===== src/rtl/tcng_pkg.sv =====
package tcng_pkg;

    // Cipher constants
    localparam int unsigned TEA_ROUNDS = 32;
    localparam logic [31:0] TEA_DELTA  = 32'h9e37_79b9;

    // Configuration register indexes
    localparam int unsigned CFG_INDEX_W = 3;
    localparam int unsigned CFG_DATA_W  = 64;

    typedef enum logic [CFG_INDEX_W-1:0] {
        REG_KEY_WORD_ZERO   = 3'd0,
        REG_KEY_WORD_ONE    = 3'd1,
        REG_KEY_WORD_TWO    = 3'd2,
        REG_KEY_WORD_THREE  = 3'd3,
        REG_KEYED_MODE      = 3'd4,
        REG_SEPARATION_MASK = 3'd5,
        REG_SEPARATION_DATA = 3'd6,
        REG_COUNTER_START   = 3'd7
    } cfg_reg_t;

    // Settings seen by the datapath
    typedef struct packed {
        logic [3:0][31:0] key;
        logic             keyed_mode;
        logic [31:0]      separation_mask;
        logic [31:0]      separation_data;
    } tcng_cfg_t;

    // Counter load request from the register file
    typedef struct packed {
        logic        load;
        logic [63:0] value;
    } tcng_load_t;

    // Payload of one pipeline stage
    typedef struct packed {
        logic [31:0] prefix_word;
        logic [31:0] v1;
        logic [31:0] v0;
    } tcng_stage_t;

    // Running sum of delta after round r (r counts from 0)
    function automatic logic [31:0] tea_sum(input int r);
        logic [31:0] s;
        s = '0;
        for (int i = 0; i <= r; i++)
        begin
            s = s + TEA_DELTA;
        end
        return s;
    endfunction

    // One full TEA round: v0 then v1
    function automatic logic [63:0] tea_round(input logic [31:0] v0,
                                              input logic [31:0] v1,
                                              input logic [31:0] sum,
                                              input logic [3:0][31:0] key);
        logic [31:0] n0;
        logic [31:0] n1;
        n0 = v0 + (((v1 << 4) + key[0]) ^ (v1 + sum) ^ ((v1 >> 5) + key[1]));
        n1 = v1 + (((n0 << 4) + key[2]) ^ (n0 + sum) ^ ((n0 >> 5) + key[3]));
        return {n1, n0};
    endfunction

endpackage


===== src/rtl/tcng_front.sv =====
module tcng_front
    import tcng_pkg::*;
(
    input  logic        clk,
    input  logic        rst_n,
    input  tcng_cfg_t   cfg,
    input  tcng_load_t  cnt_load,
    input  logic        in_valid,
    output logic        in_ready,
    input  logic [31:0] random_word,
    output logic        out_valid,
    input  logic        out_ready,
    output tcng_stage_t out_data
);

    logic [63:0] cnt_reg;
    logic [63:0] cnt_next;
    logic        valid_reg;
    logic        valid_next;
    tcng_stage_t data_reg;
    tcng_stage_t data_next;
    logic        accept;

    assign in_ready = !valid_reg || out_ready;
    assign accept   = in_valid && in_ready;

    // Counter: load from config wins, else advance per request
    always_comb
    begin
        cnt_next = cnt_reg;
        if (cnt_load.load)
        begin
            cnt_next = cnt_load.value;
        end
        else if (accept)
        begin
            cnt_next = cnt_reg + 64'd1;
        end
    end

    // Prefix lanes and the new counter value
    always_comb
    begin
        for (int lane = 0; lane < 4; lane++)
        begin
            data_next.prefix_word[lane*8 +: 8] =
                (random_word[lane*8 +: 8] & cfg.separation_mask[lane*8 +: 8])
                + cfg.separation_data[lane*8 +: 8];
        end
        {data_next.v1, data_next.v0} = cnt_reg + 64'd1;
    end

    always_comb
    begin
        valid_next = valid_reg;
        if (accept)
        begin
            valid_next = 1'b1;
        end
        else if (out_ready)
        begin
            valid_next = 1'b0;
        end
    end

    always_ff @(posedge clk or negedge rst_n)
    begin
        if (!rst_n)
        begin
            cnt_reg   <= '0;
            valid_reg <= 1'b0;
        end
        else
        begin
            cnt_reg   <= cnt_next;
            valid_reg <= valid_next;
        end
    end

    always_ff @(posedge clk)
    begin
        if (accept)
        begin
            data_reg <= data_next;
        end
    end

    assign out_valid = valid_reg;
    assign out_data  = data_reg;

    // Counter advances by one per accepted request
    assert property (@(posedge clk) disable iff (!rst_n)
        accept && !cnt_load.load |=> cnt_reg == $past(cnt_reg) + 64'd1)
        else $error("counter did not advance on request");

    // Start register write loads the counter
    assert property (@(posedge clk) disable iff (!rst_n)
        cnt_load.load |=> cnt_reg == $past(cnt_load.value))
        else $error("counter load lost");

    // Empty stage always takes a request
    assert property (@(posedge clk) disable iff (!rst_n)
        !valid_reg |-> in_ready)
        else $error("empty front stage stalled");

    // Stored item carries the advanced counter
    assert property (@(posedge clk) disable iff (!rst_n)
        accept && !cnt_load.load |=> {data_reg.v1, data_reg.v0} == cnt_reg)
        else $error("stage counter mismatch");

endmodule


===== config.mk =====
export PLATFORM = sky130hd
export DESIGN_NAME = tcng_front
export DESIGN_NICKNAME = d
export VERILOG_FILES = /design/src/rtl/tcng_pkg.sv /design/src/rtl/tcng_front.sv
export SDC_FILE = /design/constraint.sdc
export NUM_CORES = 1
export LEC_CHECK = 0
export ABC_AREA = 1
export BUFFER_PORTS_ARGS = -buffer_cell sky130_fd_sc_hd__buf_4
export CORE_AREA = 4 4 150 152
export DETAILED_ROUTE_END_ITERATION = 8
export DIE_AREA = 0 0 154 156
export PLACE_DENSITY = 0.74
export SLEW_MARGIN = 20
export SYNTH_ARGS = -nofsm -noshare
export SYNTH_HDL_FRONTEND = slang
export SYNTH_SLANG_ARGS = --single-unit

===== constraint.sdc =====
create_clock -name clk -period 6.1 [get_ports clk]
set_input_delay 1.22 -clock clk [delete_from_list [all_inputs] [get_ports clk]]
set_output_delay 1.22 -clock clk [all_outputs]
set_load 0.005 [all_outputs]

==> impl_metrics.yaml <==
outcome:
  status: "finished clean"
drt:
  ant_nets: 0
  dr.pass1.iters: 7
  wirelength_um: 30100
  routedWlPerCell_um: 17.5
  drc: 0
  drt_first_iter_violations: 501
  vias_per_cell: 4.97
  num_vias: 8540
cells_and_area:
  nets: 1758
  layout-drive-gt1-share_pct: 22.6
  syn2layout_area_growth_pct: 30.8
  fillerInstances: 1935
  final_cells: 1720
  largest_reg_flops: 96
yosys:
  ys_seq_area_share_pct: 48.4
  ys_ff_latch: 161
  synth_top_area_share_pct: 30.9
  syn_avg_cell_area_um2: 8.00
  synth_top_area_cell: "edfxtp_1"
  synthCells: 1165
  yosysWarnings: 0
  synthDistinctLibCells: 29
  synthMostInstantiatedCell: "nand2_1"
  ys.flop_type: "edfxtp_1"
  async_flop_share_pct: 40.4
  synth_commonest_cells: "438 x nand2_1, 151 x inv_1, 122 x nor2_1"
  netlist_area_um2: 9320
  synth-edff-count: 96
  synth_area_leaders: "edfxtp_1 31%, nand2_1 18%, dfrtp_1 17%, inv_1 6.1%, nor2_1 4.9%"
  syn-num-nets: 1492
floorplanning:
  ios: 392
  dieArea_um2: 24000
  initial_utilization_pct: 44.3
  rows: 53
  coreArea_um2: 21000
  die_h_um: 156
  die_w_um: 154
place:
  gp_congestion: 0.974
  numPlacedInstances: 1687
  port_buffers: 262
  dp_hpwl_um: 23800
min_path:
  hp-class: "reg2reg"
  min_from: "cnt_reg[27]$_DFFE_PN0P_"
  hold_path_depth: 2
  hold_path_end: "cnt_reg[27]$_DFFE_PN0P_"
clock_network:
  h-tree-depth: 4
  cts.clk_slew.worst_paths_ns: 0.06
  cts.path.max_buffers: 2
  cts_tree: "done"
  postCtsSetupBuffers: 0
  cts_buffers: 17
  clock_latency_ns: 0.44
  cts_resized: 0
  postCtsHoldBufs: 0
  clock-root-buffer: "clkbuf_16"
  clock-sinks: 161
timing:
  min_period_ns: 3.04
  timing.fmax_mhz: 329
  hold_viol: 0
  slew_headroom_pct: 39.9
  final.setup.tns_ns: 0
  setup_viol: 0
  fin_crit_sh_pct: 49.8
  tightest_slew_ns: 0.901
  report.final.slew_viol_count: 0
  rsz0062_at_grt: "no"
  finClkSkew_ns: 0.0143
critical_path:
  critPathLaunchType: "primary input"
  rrSetupSlack_ns: 3.54
  slowest_delay_ns: 0.54
  cp_common_cell: "nand2_1"
  crit_fanout: 56
  crit_path_cell_trace: "buf_4 -> inv_1 -> nand2_1 -> nand2_1 -> inv_4 -> nand2_1 -> inv_1 -> buf_4 -> nand2_1 -> o211ai_1"
  critical_path_arrival_ns: 3.38
  required_ns: 6.44
  end_kind: "flip-flop"
  rr_startpoint: "out_valid$_DFFE_PN0P_"
  path_class: "in2reg"
  worstRegToRegCells: 8
  crit_slowest_cell: "buf_4"
  rr_endpoint: "cnt_reg[6]$_DFFE_PN0P_"
global_route:
  grt_max_degree: 66
  gr-usage-met3_pct: 12.5
  grt_overflow: 0
  top_usage_layer: "met2"
  grtUsageMet2_pct: 38.7
  track_usage_pct: 24.9
  grt_antenna_before_repair: 8
  gr-usage-met1_pct: 30.7
  grt_pass1_wl_um: 45900
  grt_pass1_vias: 8420
power:
  peakVddDrop_mv: 0.177
  power_density_nw_per_um2: 250
  leakage_nw: 5.95
flow_run:
  cap_violations: 0
## power by group
| group | switching, mW | internal, mW |
|---|---|---|
| combinational | 0.297 | 0.255 |
| clock | 0.457 | 0.655 |
| sequential | 0.0812 | 1.30 |
| total | 0.835 | 2.21 |
## critical path, delay by kind of cell
kind                   cells  cell delay [ns]
AO/OA/AOI/OAI              1             0.10
buffers and inverters      5             1.23
AND/OR/NAND/NOR            4             0.78
## stage by stage
stage | setup WS (ns) | cell area (um2) | total power, mW | utilization [%] | hold slack (ns)
global route | 2.82 | 12200 | 3.19 | 58.0 | 0.576
global placement | 2.65 | 11600 | 1.94 | 55.1 | 0.533
finish | 3.06 | 12200 | 3.04 | 58.0 | 0.559
floorplan | 1.54 | 9320 | 1.66 | - | 0.508
CTS | 3.05 | 12200 | 3.06 | 58.0 | 0.556
detailed placement | 2.62 | 11600 | 1.95 | 55.1 | 0.533
## placed cells by master, fill, tap and decap left out, drive strengths merged, types with 3 or more instances in the layout
| cell | n |
|---|---|
| o211ai | 8 |
| nand2 | 453 |
| xnor2 | 23 |
| a21oi | 20 |
| o21ai | 50 |
| edfxtp | 96 |
| nor2 | 133 |
| inv | 153 |
| clkbuf | 19 |
| nand4 | 13 |
| ha | 29 |
| dfrtp | 65 |
| clkinv | 8 |
| xor2 | 36 |
| fa | 4 |
| buf | 266 |
| nand3 | 56 |
| bufinv | 3 |
## per-layer routing
layer,routed length [um],vias up
li1,-,4209
met1,12100,3916
met2,13200,343
met3,3920,58
met4,741,14
met5,77,-
## worst max-delay path by stage
stage / endpoint / slack, ns / depth (start not counted) / startpoint
4_1_cts: cnt_reg[10]$_DFFE_PN0P_ / 3.05 / 10 / out_ready
6_report: cnt_reg[6]$_DFFE_PN0P_ / 3.06 / 10 / out_ready
2_1_floorplan: cnt_reg[3]$_DFFE_PN0P_ / 1.54 / 10 / out_ready
3_5_place_dp: cnt_reg[8]$_DFFE_PN0P_ / 2.62 / 10 / out_ready
3_3_place_gp: cnt_reg[40]$_DFFE_PN0P_ / 2.65 / 10 / out_ready
5_1_grt: cnt_reg[10]$_DFFE_PN0P_ / 2.82 / 10 / out_ready
## cell type report
class,instances,area (um2),area share [%]
Timing Repair Buffer,266,2000,16.4
Sequential cell,161,4510,37.0
Antenna cell,1,2.50,0.0205
Inverter,152,573,4.70
Tap cell,275,344,2.82
Clock buffer,19,443,3.63
Multi-Input combinational cell,833,4160,34.1
Clock inverter,13,160,1.31
## kinds of logic (layout without fill, tap and decap cells)
group	count (synthesis)	in the layout	share of synthesized area (%)
other	0	1	0
buffers and inverters	171	450	6.95
AOI/OAI and AO/OA	84	84	4.91
and+or+nand+nor	657	657	29.3
DFF	161	161	48.4
xor gates and xnor gates	59	59	5.71
adders and majority gates	33	33	4.75
Power figures use the tool's default switching activity.
