<file path="src/rtl/tcng_pkg.sv">
package tcng_pkg;

    // Cipher constants
    localparam int unsigned TEA_ROUNDS = 32;
    localparam logic [31:0] TEA_DELTA  = 32'h9e37_79b9;

    // Configuration register indexes
    localparam int unsigned CFG_INDEX_W = 3;
    localparam int unsigned CFG_DATA_W  = 64;

    typedef enum logic [CFG_INDEX_W-1:0] {
        REG_KEY_WORD_ZERO   = 3'd0,
        REG_KEY_WORD_ONE    = 3'd1,
        REG_KEY_WORD_TWO    = 3'd2,
        REG_KEY_WORD_THREE  = 3'd3,
        REG_KEYED_MODE      = 3'd4,
        REG_SEPARATION_MASK = 3'd5,
        REG_SEPARATION_DATA = 3'd6,
        REG_COUNTER_START   = 3'd7
    } cfg_reg_t;

    // Settings seen by the datapath
    typedef struct packed {
        logic [3:0][31:0] key;
        logic             keyed_mode;
        logic [31:0]      separation_mask;
        logic [31:0]      separation_data;
    } tcng_cfg_t;

    // Counter load request from the register file
    typedef struct packed {
        logic        load;
        logic [63:0] value;
    } tcng_load_t;

    // Payload of one pipeline stage
    typedef struct packed {
        logic [31:0] prefix_word;
        logic [31:0] v1;
        logic [31:0] v0;
    } tcng_stage_t;

    // Running sum of delta after round r (r counts from 0)
    function automatic logic [31:0] tea_sum(input int r);
        logic [31:0] s;
        s = '0;
        for (int i = 0; i <= r; i++)
        begin
            s = s + TEA_DELTA;
        end
        return s;
    endfunction

    // One full TEA round: v0 then v1
    function automatic logic [63:0] tea_round(input logic [31:0] v0,
                                              input logic [31:0] v1,
                                              input logic [31:0] sum,
                                              input logic [3:0][31:0] key);
        logic [31:0] n0;
        logic [31:0] n1;
        n0 = v0 + (((v1 << 4) + key[0]) ^ (v1 + sum) ^ ((v1 >> 5) + key[1]));
        n1 = v1 + (((n0 << 4) + key[2]) ^ (n0 + sum) ^ ((n0 >> 5) + key[3]));
        return {n1, n0};
    endfunction

endpackage

</file>
<file path="src/rtl/tcng_round.sv">
module tcng_round
    import tcng_pkg::*;
(
    input  logic             clk,
    input  logic             rst_n,
    input  logic             keyed_mode,
    input  logic [3:0][31:0] key,
    input  logic [31:0]      sum,
    input  logic             in_valid,
    output logic             in_ready,
    input  tcng_stage_t      in_data,
    output logic             out_valid,
    input  logic             out_ready,
    output tcng_stage_t      out_data
);

    logic        valid_reg;
    logic        valid_next;
    tcng_stage_t data_reg;
    tcng_stage_t data_next;
    logic        accept;

    assign in_ready = !valid_reg || out_ready;
    assign accept   = in_valid && in_ready;

    // One cipher round, bypassed in plain mode
    always_comb
    begin
        data_next = in_data;
        if (keyed_mode)
        begin
            {data_next.v1, data_next.v0} = tea_round(in_data.v0, in_data.v1, sum, key);
        end
    end

    always_comb
    begin
        valid_next = valid_reg;
        if (accept)
        begin
            valid_next = 1'b1;
        end
        else if (out_ready)
        begin
            valid_next = 1'b0;
        end
    end

    always_ff @(posedge clk or negedge rst_n)
    begin
        if (!rst_n)
        begin
            valid_reg <= 1'b0;
        end
        else
        begin
            valid_reg <= valid_next;
        end
    end

    always_ff @(posedge clk)
    begin
        if (accept)
        begin
            data_reg <= data_next;
        end
    end

    assign out_valid = valid_reg;
    assign out_data  = data_reg;

endmodule

</file>
<file path="config.mk">
export PLATFORM = sky130hd
export DESIGN_NAME = tcng_round
export DESIGN_NICKNAME = d
export VERILOG_FILES = /design/src/rtl/tcng_pkg.sv /design/src/rtl/tcng_round.sv
export SDC_FILE = /design/constraint.sdc
export NUM_CORES = 1
export LEC_CHECK = 0
export ABC_AREA = 1
export BUFFER_PORTS_ARGS = -buffer_cell sky130_fd_sc_hd__buf_2
export CORE_MARGIN = 2
export CORE_UTILIZATION = 52
export CTS_CLUSTER_DIAMETER = 100
export DETAILED_ROUTE_END_ITERATION = 8
export GPL_TIMING_DRIVEN = 0
export PLACE_DENSITY = 0.81
export RECOVER_POWER = 25
export SETUP_SLACK_MARGIN = 0.4
export SLEW_MARGIN = 10
export SYNTH_ARGS = -nofsm -noshare
export SYNTH_HDL_FRONTEND = slang
export SYNTH_SLANG_ARGS = --single-unit
</file>
<file path="constraint.sdc">
create_clock -name clk -period 5.5 [get_ports clk]
set_input_delay 0.55 -clock clk [delete_from_list [all_inputs] [get_ports clk]]
set_output_delay 0.55 -clock clk [all_outputs]
set_load 0.005 [all_outputs]
</file>
==> impl_metrics.tcl, run 1 <==
set metrics [dict create \
    status "finished, violations left" \
    violations "DRC, setup timing" \
    nFillCells 2166 \
    finalWirelength_mm 79.4 \
    areaGrowthSynthToFinish_pct 51.5 \
    grt_first_pass_wirelength_mm 108 \
    criticalPathCategory "in -> reg" \
    placed_area_um2 20000 \
    vias 21000 \
    fp.dieW_um 186 \
    cp-end-kind "flip-flop" \
    slowest_stage "ha_1" \
    fin_skew_ps 14.4 \
    synth-edff-count 96 \
    grt.total_usage_pct 41.4 \
    vias_per_cell 6.12 \
    multi_input_area_um2 17700 \
    cts_root_buf "clkbuf_16" \
    worst_slew_pin_slew_ps 1200 \
    r2r_cells 3 \
    clkLatencyLatePin_ps 380 \
    synth_xor_area_share_pct 16.9 \
    cts_tree "built" \
    io_buffer_count 357 \
    core_area_um2 32500 \
    setup_viol 27 \
    io-pin-count 359 \
    rsz0062_at_grt "yes" \
    async_reset_ff_share_pct 1.03 \
    worst_ep_arrival_time_ps 8020 \
    hold_path_depth 1 \
    critical_path.top_delay_family "simple AND/OR/NAND/NOR gates" \
    synthSimpleGateAreaFrac_pct 23.0 \
    syn_area_per_cell_um2 7.10 \
    synth.area.mux_share_pct 0 \
    synthDistinctLibCells 61 \
    rows 66 \
    drt-initial-drc-count 2129 \
    yosys_warnings 0 \
    drive_gt1_share_pct 40.0 \
    cp.buffers_inverters 7 \
    cp-start-kind "input pin" \
    cts.htree.levels 3 \
    syn_inst 2418 \
    hold_viol 0 \
    dieHeight_um 186 \
    ant_nets 0 \
    gp_congestion 0.984 \
    design_area_um2 26000 \
    clkSinkCount 97 \
    grt_pass1_vias 19800 \
    synthesis.nets 2932 \
    final_nets 3492 \
    antenna_found_initial 7 \
    crit_fanout 5 \
    dr.pass1.iters 8 \
    synth-seq-cells 97 \
    hold_class "in -> reg" \
    slew_violations 0 \
    globalRoute.totalOverflow 0 \
    dieArea_um2 34500 \
    drc 1 \
    synth_top_family_by_area "simple AND/OR/NAND/NOR gates" \
    fin_ws_ps -2320 \
    cts.path.max_buffers 2 \
    synth_ff_type "edfxtp_1" \
    cap_violations 0 \
    synth-compound-area-share_pct 18.7 \
    seqCellArea_um2 2910 \
    cp.required_ps 5700 \
    max_stage_delay_ps 360 \
    dp_hpwl_mm 58.1 \
    cts_made_buffers 9 \
    grt_max_degree 29 \
    period_share_pct 142 \
    slew_headroom_pct 20.1 \
    max_freq_ghz 0.128 \
    initial_core_util_pct 52.7 \
    path_depth 44 \
    synth-adder-area-share_pct 18.8 \
    synthesis.area_um2 17200 \
    wl_per_cell_um 23.1 \
    path_clk_slew_ps 80 \
    period_minus_slack_ps 7820 \
    ys_seq_area_share_pct 16.9 \
]
per-stage QoR:
| stage | utilization (%) | setup TNS (ps) | hold slack, ps | setup WS, ps | instances |
|---|---|---|---|---|---|
| 6_report | 79.9 | -36270 | 351 | -2320 | 3430 |
| 5_1_grt | 79.9 | -41110 | 340 | -2550 | 3430 |
| 4_1_cts | 72.9 | -27020 | 344 | -1970 | 3354 |
| 3_5_place_dp | 61.4 | -60530 | 326 | -3800 | 3220 |
| 3_3_place_gp | 61.2 | -58960 | 325 | -3700 | 3217 |
| 2_1_floorplan | - | -11710 | 254 | -1320 | 2418 |
state kept, by name, indices dropped and copies added, names as in the netlist:
name and count:
out_data 96, out_valid 1
cell type report:
class,count,area share [%]
Antenna cell,5,0.0481
Clock buffer,9,0.866
Timing Repair Buffer,549,13.7
Clock inverter,7,0.313
Sequential cell,97,11.2
Multi-Input combinational cell,2064,68.0
Buffer,16,0.274
Tap cell,442,2.13
Inverter,241,3.53
timing repair:
action / in CTS / in global routing
endpoints found under the setup margin: 33 / 31
endpoints found under the hold margin: 1 / 0
resized for setup: 435 / 336
setup buffers: 117 / 71
hold buffers: 1 / 0
pin swaps: 129 / 150
cells by family after synthesis:
| group | after synthesis |
|---|---|
| compound gates | 540 |
| xor+xnor | 330 |
| fa+ha+maj | 253 |
| buf+inv | 257 |
| flops | 97 |
| simple gates | 941 |
per-layer routing:
metal / track usage, % / up-vias / share of wire, %
met5: 0 / - / 0.040
met4: 18.6 / 4 / 5.4
met3: 6.93 / 344 / 11
met2: 70.3 / 1448 / 47
met1: 51.6 / 9890 / 37
li1: - / 9308 / -
worst register-to-register path: cells and delay by family, from the launching register on:
| family | cells | cell delay, ps |
|---|---|---|
| AO/OA/AOI/OAI | 1 | 600 |
| flip-flops | 1 | 430 |
| buffers and inverters | 2 | 520 |
final timing paths:
kind,startpoint,endpoint,slack (ps)
max,in_data[46],out_data[61],-2320
min,in_data[78],out_data[78],350
max reg2reg,out_valid,out_data[3],3650
min reg2reg,out_valid,out_valid,580
max in group asynchronous,rst_n,out_valid,4930
min in group asynchronous,rst_n,out_valid,490
placed cells by master, fill, tap and decap left out, types with 92 or more instances in the layout:
| master | netlist | layout |
|---|---|---|
| a21oi_1 | 225 | 126 |
| buf_2 | 3 | 326 |
| buf_4 | 0 | 150 |
| edfxtp_1 | 96 | 96 |
| ha_1 | 245 | 148 |
| inv_1 | 235 | 209 |
| nand2_1 | 583 | 498 |
| nor2_1 | 164 | 144 |
| xnor2_1 | 130 | 92 |
| xor2_1 | 199 | 119 |
synth_stat cells (all sizes together) (3+ instances only):
master  number  area (µm²)
o211ai       9        77.6
nor3        24         131
nand4       20         125
a21boi      13         113
o21a         8        60.1
a221oi       5        43.8
fa           8         160
buf          7        37.5
nand2      605        2340
nand3b       5        37.5
xnor2      130        1140
clkbuf       9        33.8
inv        240         901
o21ai      154         805
edfxtp      96        2880
a21o        33         248
xor2       199        1740
a21oi      248        1340
o21bai      26         206
nor4        10        62.6
nor2       171         659
nand3       91         490
o31ai        3        41.3
or2          9        56.3
ha         245        3070
a31oi       32         200
Power of run 1 is not shown: default switching activity piles up to over one toggle a cycle in this logic, so the estimate is an artifact.
==> inputs of run 2 (changes only) <==
PLACE_DENSITY = 0.83   (was 0.81)
==> run 2 against run 1 <==
  * The run ends with capacitance limit, slew limit, setup timing left
  * Sequential cell count did not move
  * Core utilization down 4.9 points
  * Final area down 6.1%
  * Setup slack got worse by 29 ps
  * Sequential share of layout area up 0.72 points
  * Non-clock buffer count down 53
  * Clock-buffer cell count unchanged
  * Hold slack got worse by 9.7 ps
  * Critical path depth increased by 1
  * Global-route usage shrank 1.7 points
  * Routed wire length fell by 5.7%
  * Critical path type unchanged
  * Critical endpoint is now out_data[63]
  * Largest cell class unchanged
  * Highest routed layer is now met4
==> impl_metrics.tcl, run 2 (synthesized netlist as in run 1, its figures left out) <==
set metrics [dict create \
    worst_slew_pin_slew_ps 1850 \
    io-pin-count 359 \
    max_stage_delay_ps 410 \
    fin_ws_ps -2350 \
    grt_first_pass_wirelength_mm 103 \
    setup_viol 26 \
    rows 66 \
    cts_root_buf "clkbuf_16" \
    worst_ep_arrival_time_ps 7970 \
    clkLatencyLatePin_ps 380 \
    core_area_um2 32500 \
    fp.dieW_um 186 \
    violations "capacitance limit, slew limit, setup timing" \
    cp.required_ps 5620 \
    final_common_cell "nand2_1" \
    grt_pass1_vias 19200 \
    globalRoute.totalOverflow 0 \
    io_buffer_count 357 \
    layout_common_cells "nand2_1, buf_2, inv_1, ha_1, nor2_1" \
    slew_violations 18 \
    cts.path.max_buffers 2 \
    cp-end-kind "flip-flop" \
    r2r_start "out_valid" \
    status "finished, violations left" \
    hold_class "in -> reg" \
    cts.htree.levels 3 \
    hold_viol 0 \
    crit_fanout 5 \
    gp_congestion 0.994 \
    drive_gt1_share_pct 36.8 \
    rsz0062_at_grt "yes" \
    whs_endpoint "out_data[91]" \
    grt.total_usage_pct 39.7 \
    slew_headroom_pct -23.1 \
    r2r_cells 3 \
    hold_start "in_data[91]" \
    period_share_pct 143 \
    timing.rr.end "out_data[6]" \
    fin_skew_ps 14.5 \
    cap_violations 1 \
    vias 20200 \
    slowest_stage "ha_2" \
    dr.pass1.iters 9 \
    drc 0 \
    max_freq_ghz 0.127 \
    criticalPathCategory "in -> reg" \
    cts_made_buffers 9 \
    ant_nets 0 \
    finalWirelength_mm 74.8 \
    dieArea_um2 34500 \
    drt-initial-drc-count 1805 \
    vias_per_cell 5.98 \
    path_clk_slew_ps 90 \
    reg2reg_slack_ps 2850 \
    initial_core_util_pct 52.7 \
    period_minus_slack_ps 7850 \
    largest_reg_flops 96 \
    nFillCells 2429 \
    wl_per_cell_um 22.2 \
    clkSinkCount 97 \
    grt_max_degree 29 \
    cts_tree "built" \
    dp_hpwl_mm 58.5 \
    cp-start-kind "input pin" \
    antenna_found_initial 2 \
    dieHeight_um 186 \
    cpMostUsedCell "nand2_1" \
    placed_area_um2 20000 \
    hold_path_depth 1 \
    design_area_um2 24400 \
    areaGrowthSynthToFinish_pct 42.3 \
    final_nets 3439 \
]
## run 2: repair_timing
item                                   in CTS  in global routing
gates resized for setup                   198                387
pin swaps                                  93                162
gates cloned                                0                  0
hold buffers                                1                  0
buffers inserted                           56                 79
setup endpoints to repair                  31                 32
endpoints found under the hold margin       1                  0
## run 2: worst max-delay path: cells and delay by family
family	cells	cell delay [ps]
xor gates and xnor gates	4	1030
adders and majority gates	4	1400
AOI/OAI and AO/OA	10	1890
and+or+nand+nor	21	2310
buffers and inverters	6	790
## run 2: routing by layer
layer,routed length (µm),up-vias,GRT usage [%]
met5,0,-,0
li1,-,9189,-
met3,7390,271,4.85
met2,35400,1242,68.1
met1,28400,9482,50.1
met4,3680,0,17.5
## run 2: how the worst max path moves through the flow
stage	start	end	slack, ps	cells after the start
finish	in_data[45]	out_data[63]	-2350	45
global route	in_data[42]	out_data[63]	-2570	53
CTS	sum[0]	out_data[63]	-2090	54
detailed placement	in_data[37]	out_data[63]	-3700	48
global placement	in_data[37]	out_data[63]	-3540	48
floorplan	key[4]	out_data[63]	-1320	45
## run 2: metrics by stage
stage	util (%)	hold slack [ps]	setup TNS [ps]	std cells	setup slack (ps)
after floorplan	-	254	-11710	2418	-1320
after global placement	61.2	325	-58850	3217	-3540
after detailed placement	61.4	330	-60710	3220	-3700
after CTS	67.3	335	-34930	3293	-2090
after global routing	75.0	335	-42170	3374	-2570
final	75.0	341	-36300	3374	-2350
## run 2: cell type report
cell class	instances	area [µm²]	share of cell area, %
clock inverter	7	83.8	0.343
antenna	2	5.00	0.0205
timing repair buffer	496	2990	12.2
tap	442	553	2.26
multi-input combinational	2064	16700	68.3
buffer	16	71.3	0.292
sequential	97	2910	11.9
clock buffer	9	225	0.922
inverter	241	910	3.73
Power of run 2 is left out for the same reason.
