--- src/rtl/tcng_pkg.sv ---
package tcng_pkg;

    // Cipher constants
    localparam int unsigned TEA_ROUNDS = 32;
    localparam logic [31:0] TEA_DELTA  = 32'h9e37_79b9;

    // Configuration register indexes
    localparam int unsigned CFG_INDEX_W = 3;
    localparam int unsigned CFG_DATA_W  = 64;

    typedef enum logic [CFG_INDEX_W-1:0] {
        REG_KEY_WORD_ZERO   = 3'd0,
        REG_KEY_WORD_ONE    = 3'd1,
        REG_KEY_WORD_TWO    = 3'd2,
        REG_KEY_WORD_THREE  = 3'd3,
        REG_KEYED_MODE      = 3'd4,
        REG_SEPARATION_MASK = 3'd5,
        REG_SEPARATION_DATA = 3'd6,
        REG_COUNTER_START   = 3'd7
    } cfg_reg_t;

    // Settings seen by the datapath
    typedef struct packed {
        logic [3:0][31:0] key;
        logic             keyed_mode;
        logic [31:0]      separation_mask;
        logic [31:0]      separation_data;
    } tcng_cfg_t;

    // Counter load request from the register file
    typedef struct packed {
        logic        load;
        logic [63:0] value;
    } tcng_load_t;

    // Payload of one pipeline stage
    typedef struct packed {
        logic [31:0] prefix_word;
        logic [31:0] v1;
        logic [31:0] v0;
    } tcng_stage_t;

    // Running sum of delta after round r (r counts from 0)
    function automatic logic [31:0] tea_sum(input int r);
        logic [31:0] s;
        s = '0;
        for (int i = 0; i <= r; i++)
        begin
            s = s + TEA_DELTA;
        end
        return s;
    endfunction

    // One full TEA round: v0 then v1
    function automatic logic [63:0] tea_round(input logic [31:0] v0,
                                              input logic [31:0] v1,
                                              input logic [31:0] sum,
                                              input logic [3:0][31:0] key);
        logic [31:0] n0;
        logic [31:0] n1;
        n0 = v0 + (((v1 << 4) + key[0]) ^ (v1 + sum) ^ ((v1 >> 5) + key[1]));
        n1 = v1 + (((n0 << 4) + key[2]) ^ (n0 + sum) ^ ((n0 >> 5) + key[3]));
        return {n1, n0};
    endfunction

endpackage

--- src/rtl/tcng_cfg.sv ---
module tcng_cfg
    import tcng_pkg::*;
(
    input  logic                   clk,
    input  logic                   rst_n,
    input  logic                   cfg_we,
    input  logic [CFG_INDEX_W-1:0] cfg_index,
    input  logic [CFG_DATA_W-1:0]  cfg_wdata,
    output tcng_cfg_t              cfg,
    output tcng_load_t             cnt_load
);

    tcng_cfg_t cfg_reg;
    tcng_cfg_t cfg_next;

    // Register write decode
    always_comb
    begin
        cfg_next = cfg_reg;
        cnt_load.load  = 1'b0;
        cnt_load.value = cfg_wdata;
        if (cfg_we)
        begin
            unique case (cfg_reg_t'(cfg_index))
                REG_KEY_WORD_ZERO:   cfg_next.key[0] = cfg_wdata[31:0];
                REG_KEY_WORD_ONE:    cfg_next.key[1] = cfg_wdata[31:0];
                REG_KEY_WORD_TWO:    cfg_next.key[2] = cfg_wdata[31:0];
                REG_KEY_WORD_THREE:  cfg_next.key[3] = cfg_wdata[31:0];
                REG_KEYED_MODE:      cfg_next.keyed_mode = cfg_wdata[0];
                REG_SEPARATION_MASK: cfg_next.separation_mask = cfg_wdata[31:0];
                REG_SEPARATION_DATA: cfg_next.separation_data = cfg_wdata[31:0];
                REG_COUNTER_START:   cnt_load.load = 1'b1;
                default:             cnt_load.load = 1'b0;
            endcase
        end
    end

    always_ff @(posedge clk or negedge rst_n)
    begin
        if (!rst_n)
        begin
            cfg_reg.key             <= '0;
            cfg_reg.keyed_mode      <= 1'b0;
            cfg_reg.separation_mask <= 32'hffff_ffff;
            cfg_reg.separation_data <= '0;
        end
        else
        begin
            cfg_reg <= cfg_next;
        end
    end

    assign cfg = cfg_reg;

endmodule

--- config.mk ---
export PLATFORM = sky130hd
export DESIGN_NAME = tcng_cfg
export DESIGN_NICKNAME = d
export VERILOG_FILES = /design/src/rtl/tcng_pkg.sv /design/src/rtl/tcng_cfg.sv
export SDC_FILE = /design/constraint.sdc
export NUM_CORES = 1
export LEC_CHECK = 0
export BUFFER_PORTS_ARGS = -buffer_cell sky130_fd_sc_hd__buf_4
export CAP_MARGIN = 20
export CORE_MARGIN = 3
export CORE_UTILIZATION = 50
export DETAILED_ROUTE_END_ITERATION = 16
export GPL_TIMING_DRIVEN = 0
export PLACE_DENSITY = 0.82
export SYNTH_ARGS = -nofsm -noshare
export SYNTH_HDL_FRONTEND = slang
export SYNTH_SLANG_ARGS = --single-unit
--- constraint.sdc ---
create_clock -name clk -period 1.8 [get_ports clk]
set_input_delay 0.18 -clock clk [delete_from_list [all_inputs] [get_ports clk]]
set_output_delay 0.18 -clock clk [all_outputs]
set_load 0.05 [all_outputs]
==> flow_summary.toml, run 1 <==
[yosys]
ys_types = 14
ys_warn_count = 0
netlist_area_sq_mm = 0.00782
synthCells = 482
synth_edf_count = 0
yosysTopAreaCell = "dfrtp_1"
syn_avg_cell_area_sq_um = 16.2
syn-num-nets = 552
synth-seq-cells = 193
synthTopCellsByCount = "mux2_2, dfrtp_1, buf_4, dfstp_2"
async_reset_ff_share_pct = 100
yosysSeqAreaShare_pct = 62.3
synth_top_area_share_pct = 51.5
yosys-top-cells-area = "dfrtp_1, mux2_2, dfstp_2, buf_4, buf_6"
synth_most_common_cell = "mux2_2"
synth_ff_type = "dfrtp_1"

[power]
power_density_mw_per_mm2 = 1530
switching_share_pct = 41.3
p_switching_uw = 6870
combPwrFrac_pct = 41.8
cellInternalPower_uw = 9770
p_leak_uw = 0.00522
p_clk_share_pct = 22.3
peakVddDrop_v = 0.000822
p_seq_share_pct = 35.9

[critical_path]
cp_slowest_cell = "dfstp_2"
arrival_ns = 1.15
required_ns = 1.62
critical_path.max_stage_delay_ns = 0.54
crit_type = "reg2out"
crit_chain = "buf_4"
critPathBufInv = 1
rr_worst_depth = 1
worst_setup_path_end_kind = "primary output"
cp_max_fo = 2
start_kind = "flop"
cp_top_family = "flip-flops"
cp.depth = 1

[grt]
grt_max_degree = 108
track_usage_pct = 23.2
grt_pass1_wl_mm = 29.7
grt_pass1_vias = 5288
globalRoute.totalOverflow = 0
antenna_found_initial = 0

[sta]
slew_headroom_pct = 56.7
fmax_mhz = 750
worst_hold_slack_ns = 0.0297
rsz0062_at_grt = "no"
setup_viol_count_final = 0
hold_violations = 0
setup_tns_ns = 0
fin_skew_ns = 0
maxSlewViolCount = 0
fin_crit_sh_pct = 74.1
fin_crit_ns = 1.33
worst_pin_slew_ns = 0.650

[drt]
ant_nets = 0
wl_per_cell_um = 19.5
drcViolationCount = 0
avgViaCountPerCell = 4.94
routed_wl_mm = 19.9
vias = 5021
drt_iter0_drc = 132
firstDrtPassIters = 4

[placed_design]
place_inst = 985
io_buffer_count = 291
hpwlAfterDp_mm = 14.6
routabilityCongestion = 0.743

[clock_network]
cts_tree = "built"
cts_buffer_depth = 2
clock_sinks = 193
h-tree-depth = 4
cts_buffers = 17
worstSkewPairLatency_ns = 0.42
cts-root-buf = "clkbuf_16"
cts_resized = 0
clkSlewWorstSetupHoldPaths_ns = 0.07

[floorplanning]
start_util_pct = 51.3
core_area_sq_mm = 0.0153
die_height_um = 131
io_pins = 328
die_area_sq_mm = 0.0172
die_w_um = 131
rows = 45

[layout]
syn_to_final_growth_pct = 39.4
nets = 864
diodes = 0
fillers = 1023
stdcell_count = 1017
drive_gt1_share_pct = 78.7
largest_register_ffs = 193

[hold_path]
min_path_type = "in2reg"
holdPathStages = 2

[run]
maxCapViolations = 0

[status]
outcome = "completed"
[final timing paths]
kind | to | slack, ns | start
worst max-delay path | cfg[45] | 0.47 | cfg[45]
worst min-delay path | cfg[79] | 0.03 | cfg_wdata[14]
worst max register to register | cfg[103] | 0.99 | cfg[103]
worst min register to register | cfg[85] | 0.50 | cfg[85]
max in group asynchronous | cfg[38] | 0.54 | rst_n
min in group asynchronous | cfg[119] | 0.32 | rst_n
[timing repair]
item | CTS | global route
hold buffers | 1 | 0
setup buffers | 0 | 0
endpoints found under the hold margin | 72 | 0
[cells in the final DEF (no fill, tap or decap)]
master / Yosys / routed
and4_1: 1 / 1
and4bb_2: 2 / 2
buf_16: 0 / 1
buf_2: 10 / 10
buf_4: 66 / 356
buf_6: 10 / 10
buf_8: 0 / 1
bufinv_16: 0 / 2
clkbuf_1: 0 / 3
clkbuf_16: 0 / 17
clkbuf_2: 2 / 2
clkbuf_8: 0 / 3
clkinv_4: 0 / 1
clkinvlp_4: 0 / 5
dfrtp_1: 161 / 161
dfstp_2: 32 / 32
dlygate4sd3_1: 0 / 1
mux2_1: 2 / 2
mux2_2: 187 / 187
mux2_4: 4 / 4
nand4b_1: 3 / 3
nor4b_4: 1 / 1
nor4bb_1: 1 / 1
[cell families (layout without fill, tap and decap cells)]
kind of cell | after synthesis | after routing | synth area share (%)
buffers and inverters | 88 | 412 | 8.54
flip-flops | 193 | 193 | 62.3
multiplexers | 193 | 193 | 28.0
AND/OR/NAND/NOR | 8 | 8 | 1.20
[power groups by stage]
stage	sequential (uW)	clock, uW	combinational, uW
after floorplan	9380	0	1320
after global placement	5950	0	6900
after detailed placement	6030	0	7010
after CTS	5970	3800	7030
after global routing	6090	4010	7220
final	5970	3710	6960
[stage by stage]
| step | setup slack (ns) | cell area [sq um] | util (%) | power, uW |
|---|---|---|---|---|
| floorplan | 0.440 | 7820 | - | 10700 |
| global placement | -0.541 | 10300 | 67.3 | 12800 |
| detailed placement | 0.171 | 10300 | 67.5 | 13000 |
| global route | 0.401 | 10900 | 71.4 | 17300 |
| finish | 0.466 | 10900 | 71.4 | 16600 |
| CTS | 0.438 | 10900 | 71.4 | 16800 |
[layout make-up]
class	instances	area (sq um)	share of cell area [%]
Sequential cell	193	4870	44.7
Timing Repair Buffer	293	2230	20.5
Clock buffer	23	478	4.39
Tap cell	211	264	2.42
Multi-Input combinational cell	201	2280	20.9
Buffer	88	668	6.13
Clock inverter	8	106	0.976
[layer usage]
layer	vias up	track usage, %	share of wire [%]
met2	218	40.5	52
met3	23	8.06	8.8
met5	-	0	0
met4	0	7.56	1.6
met1	2541	26.9	38
li1	2239	-	-
No activity file was read; power rests on OpenSTA's default activity.
==> run 2: changes to the inputs <==
--- a/config.mk
+++ b/config.mk
@@ -8,10 +8,10 @@
 export BUFFER_PORTS_ARGS = -buffer_cell sky130_fd_sc_hd__buf_4
 export CAP_MARGIN = 20
 export CORE_MARGIN = 3
-export CORE_UTILIZATION = 50
+export CORE_UTILIZATION = 48
 export DETAILED_ROUTE_END_ITERATION = 16
 export GPL_TIMING_DRIVEN = 0
-export PLACE_DENSITY = 0.82
+export PLACE_DENSITY = 0.79
 export SYNTH_ARGS = -nofsm -noshare
 export SYNTH_HDL_FRONTEND = slang
 export SYNTH_SLANG_ARGS = --single-unit
==> constraint.sdc (replaced) <==
create_clock -name clk -period 1.39 [get_ports clk]
set_input_delay 0.139 -clock clk [delete_from_list [all_inputs] [get_ports clk]]
set_output_delay 0.139 -clock clk [all_outputs]
set_load 0.05 [all_outputs]
==> run 2 against run 1 <==
  * Via count up 1.8%
  * Clock power up 51%
  * Cell area up 3.5%
  * Setup slack worse by 0.39 ns
  * Hold slack worse by 0.0039 ns
  * First-iteration DRC count up 9.1%
  * Routed wire length up 1.3%
  * Largest power group unchanged
  * Clock skew unchanged
  * Utilization down 0.69 points
  * Clock-buffer cell count down 5
  * Register-to-register slack worse by 0.40 ns
  * Sequential cell count unchanged
==> flow_summary.toml, run 2 (synthesis results as in run 1) <==
[status]
outcome = "completed"

[drt]
avgViaCountPerCell = 4.87
vias = 5111
drcViolationCount = 0
wl_per_cell_um = 19.2
ant_nets = 0
firstDrtPassIters = 4
drt_iter0_drc = 144
routed_wl_mm = 20.1

[placed_design]
hpwlAfterDp_mm = 14.5
io_buffer_count = 291
place_inst = 990
routabilityCongestion = 0.764
dp_slack_ns = -0.139

[layout]
syn_to_final_growth_pct = 44.2
drive_gt1_share_pct = 76.5
diodes = 0
final_cell_mix = "buf_4, mux2_2, dfrtp_1"
nets = 891
largest_register_ffs = 193
stdcell_count = 1050
mostFrequentLayoutCell = "buf_4"

[run]
maxCapViolations = 0

[critical_path]
critPathBufInv = 4
cp_slowest_cell = "dlygate4sd3_1"
cp_top_family = "buffers and inverters"
worstSetupStartpoint = "cfg_wdata[3]"
reg2reg_slack_ns = 0.59
arrival_ns = 1.17
crit_type = "in2out"
cp.depth = 4
crit_chain = "dlygate4sd3_1 -> buf_4 -> buf_4 -> buf_4"
rr_startpoint = "cfg[105]"
start_kind = "input port"
crit_top_cell = "buf_4"
worst_setup_path_end_kind = "primary output"
cp_max_fo = 7
rr_worst_depth = 1
reg2reg_to = "cfg[105]"
required_ns = 1.25
critical_path.max_stage_delay_ns = 0.55
worstSetupEndpoint = "cnt_load[3]"

[clock_network]
clkSlewWorstSetupHoldPaths_ns = 0.07
cts_resized = 0
cts_tree = "built"
worstSkewPairLatency_ns = 0.42
cts_setup_buffers = 0
cts_buffer_depth = 2
h-tree-depth = 4
clock_sinks = 193
cts_buffers = 17
cts-root-buf = "clkbuf_16"

[sta]
fmax_mhz = 763
rsz0062_at_grt = "no"
worst_hold_slack_ns = 0.0258
setup_viol_count_final = 0
fin_crit_sh_pct = 94.2
fin_crit_ns = 1.31
slew_headroom_pct = 54.3
fin_skew_ns = 0
setup_tns_ns = 0
maxSlewViolCount = 0
hold_violations = 0
fin_ws_ns = 0.0801
worst_pin_slew_ns = 0.686

[hold_path]
min_path_type = "in2reg"

[power]
power_density_mw_per_mm2 = 1990
finalPower_uw = 22400
peakVddDrop_v = 0.00105
p_leak_uw = 0.00540

[floorplanning]
die_w_um = 134
rows = 46
die_height_um = 134
die_area_sq_mm = 0.0179
core_area_sq_mm = 0.0159
start_util_pct = 49.1
io_pins = 328

[grt]
track_usage_pct = 22.4
met2_usage_pct = 39.1
grt_max_degree = 105
gr-usage-met3_pct = 6.87
grtUsageMet1_pct = 26.3
globalRoute.totalOverflow = 0
grt_pass1_wl_mm = 31.1
antenna_found_initial = 0
grt-busiest-layer = "met2"
grt_pass1_vias = 5588
run 2: cell count changes in the layout (fill, tap and decap cells not counted):
cell / change
dlygate4sd3_1: +27
inv_6: +5
bufinv_16: +4
clkbuf_1: -3
clkinvlp_4: -3
clkbuf_8: -2
run 2: where the power goes:
group	leakage, uW	switching [uW]	internal (uW)
clock	0.000329	2150	3460
sequential	0.00227	713	7010
combinational	0.00280	6170	2900
total	0.00540	9030	13400
run 2: stage by stage:
step	utilization (%)	cell area [sq um]
floorplan	-	7820
global placement	64.4	10300
detailed placement	64.7	10300
CTS	70.7	11300
global route	70.7	11300
finish	70.7	11300
run 2: repair_timing:
item / 4_1_cts / 5_1_grt
setup endpoints to repair: 0 / 0
hold buffers: 28 / 0
hold endpoints to repair: 189 / 0
run 2: area by class of cell:
type	count	area [sq um]
Buffer	88	668
Clock buffer	18	439
Timing Repair Buffer	320	2500
Clock inverter	14	248
Fill cell	1032	4670
Sequential cell	193	4870
Multi-Input combinational cell	201	2280
Tap cell	216	270
run 2: worst min path at each step:
stage	from	slack, ns	end	cells past startpoint
2_1_floorplan	rst_n	-0.16	cfg[0]	0
3_3_place_gp	cfg_wdata[14]	0.41	cfg[79]	2
3_5_place_dp	rst_n	0.17	cfg[86]	1
4_1_cts	cfg_wdata[31]	0.002	cfg[160]	2
5_1_grt	cfg_wdata[0]	0.01	cfg[65]	2
6_report	cfg_wdata[0]	0.03	cfg[65]	2
run 2: per-layer routing:
metal  up-vias  part of all wire, %
li1       2291                    -
met1      2568                   39
met2       223                   51
met3        29                  8.0
met4         0                  2.0
met5         -                    0
==> run 3: changes to the inputs <==
==> constraint.sdc (replaced) <==
create_clock -name clk -period 1.4 [get_ports clk]
set_input_delay 0.14 -clock clk [delete_from_list [all_inputs] [get_ports clk]]
set_output_delay 0.14 -clock clk [all_outputs]
set_load 0.05 [all_outputs]
==> run 3 against run 2 <==
  * Sequential share of layout area about the same
  * Global-route usage about the same
  * Hold slack worse by 0.0092 ns
  * Die area unchanged
  * First-iteration DRC count down 9.0%
  * Largest power group unchanged
  * Sequential cell count unchanged
  * Critical path type unchanged
  * Via count about the same
==> flow_summary.toml, run 3 (synthesis results as in run 1) <==
[status]
outcome = "completed"

[clock_network]
cts-root-buf = "clkbuf_16"
cts_tree = "built"
cts_buffers = 17
clkSlewWorstSetupHoldPaths_ns = 0.07
worstSkewPairLatency_ns = 0.42
cts_buffer_depth = 2
cts_resized = 0
h-tree-depth = 4
cts_setup_buffers = 0
clock_sinks = 193

[floorplanning]
core_area_sq_mm = 0.0159
rows = 46
start_util_pct = 49.1
die_area_sq_mm = 0.0179
io_pins = 328
die_height_um = 134
die_w_um = 134

[placed_design]
hpwlAfterDp_mm = 14.5
place_inst = 990
place_area_sq_mm = 0.0103
io_buffer_count = 291
routabilityCongestion = 0.764

[drt]
ant_nets = 0
avgViaCountPerCell = 4.87
drt_iter0_drc = 131
drcViolationCount = 0
routed_wl_mm = 20.1
vias = 5108
wl_per_cell_um = 19.2
firstDrtPassIters = 4

[grt]
grt_max_degree = 105
grt_pass1_vias = 5592
globalRoute.totalOverflow = 0
antenna_found_initial = 0
track_usage_pct = 22.4
grt_pass1_wl_mm = 31.1

[power]
peakVddDrop_v = 0.00106
power_density_mw_per_mm2 = 1970
p_leak_uw = 0.00539
finalPower_uw = 22200

[hold_path]
hp-start = "cfg_wdata[27]"
min_path_type = "in2reg"

[sta]
slew_headroom_pct = 54.2
fmax_mhz = 762
fin_crit_ns = 1.31
rsz0062_at_grt = "no"
worst_pin_slew_ns = 0.686
setup_viol_count_final = 0
hold_violations = 0
fin_skew_ns = 0
maxSlewViolCount = 0
fin_crit_sh_pct = 93.7
setup_tns_ns = 0

[critical_path]
rr_startpoint = "cfg[105]"
crit_type = "in2out"
arrival_ns = 1.17
reg2reg_slack_ns = 0.60
worstSetupStartpoint = "cfg_wdata[3]"
cp_max_fo = 7
worst_setup_path_end_kind = "primary output"
start_kind = "input port"
required_ns = 1.26

[layout]
drive_gt1_share_pct = 76.6
syn_to_final_growth_pct = 44.1
largest_register_ffs = 193
final_cell_mix = "buf_4, mux2_2, dfrtp_1"
final_area_sq_mm = 0.0113
diodes = 0
mostFrequentLayoutCell = "buf_4"
nets = 890
stdcell_count = 1049

[run]
maxCapViolations = 0
-- run 3: final timing paths --
check | end | cells after the start
max | cnt_load[3] | 4
min | cfg[188] | 2
max reg2reg | cfg[105] | 1
min reg2reg | cfg[85] | 1
max in group asynchronous | cfg[36] | 3
min in group asynchronous | cfg[86] | 2
-- run 3: final cells by class --
cell class / instances / area [sq um]
plain buffers: 88 / 668
repair buffers: 319 / 2490
clock buffers: 18 / 439
fillers: 1035 / 4680
flip-flops and latches: 193 / 4870
multi-input cells: 201 / 2280
clock inverters: 14 / 248
well taps: 216 / 270
-- run 3: stage by stage --
stage / hold slack, ns / setup WS, ns / utilization (%)
floorplan: -0.156 / 0.0800 / -
global placement: 0.410 / -0.897 / 64.4
detailed placement: 0.173 / -0.130 / 64.7
CTS: 0.000613 / 0.0727 / 70.7
global route: 0.0144 / 0.0329 / 70.7
finish: 0.0166 / 0.0880 / 70.7
-- run 3: worst max-delay path, cell delays in order --
cell and delay, ns:
dlygate4sd3_1 0.55, buf_4 0.17, buf_4 0.13, buf_4 0.18
-- run 3: report_power, final --
group	internal [uW]	total [uW]	switching [uW]	leakage, uW
sequential	6960	7670	708	0.00227
combinational	2880	9000	6130	0.00280
clock	3430	5560	2130	0.000329
-- run 3: what timing repair did --
item / 4_1_cts / 5_1_grt
hold endpoints to repair: 185 / 0
hold buffers: 27 / 0
endpoints found under the setup margin: 0 / 0
-- run 3: layer usage --
layer  global-route usage (%)  wire [um]  vias to the layer above
met5                        0          0                        -
met4                     7.66        403                        0
met3                     6.84       1560                       29
met2                     39.0      10300                      212
met1                     26.4       7810                     2577
li1                         -          -                     2290
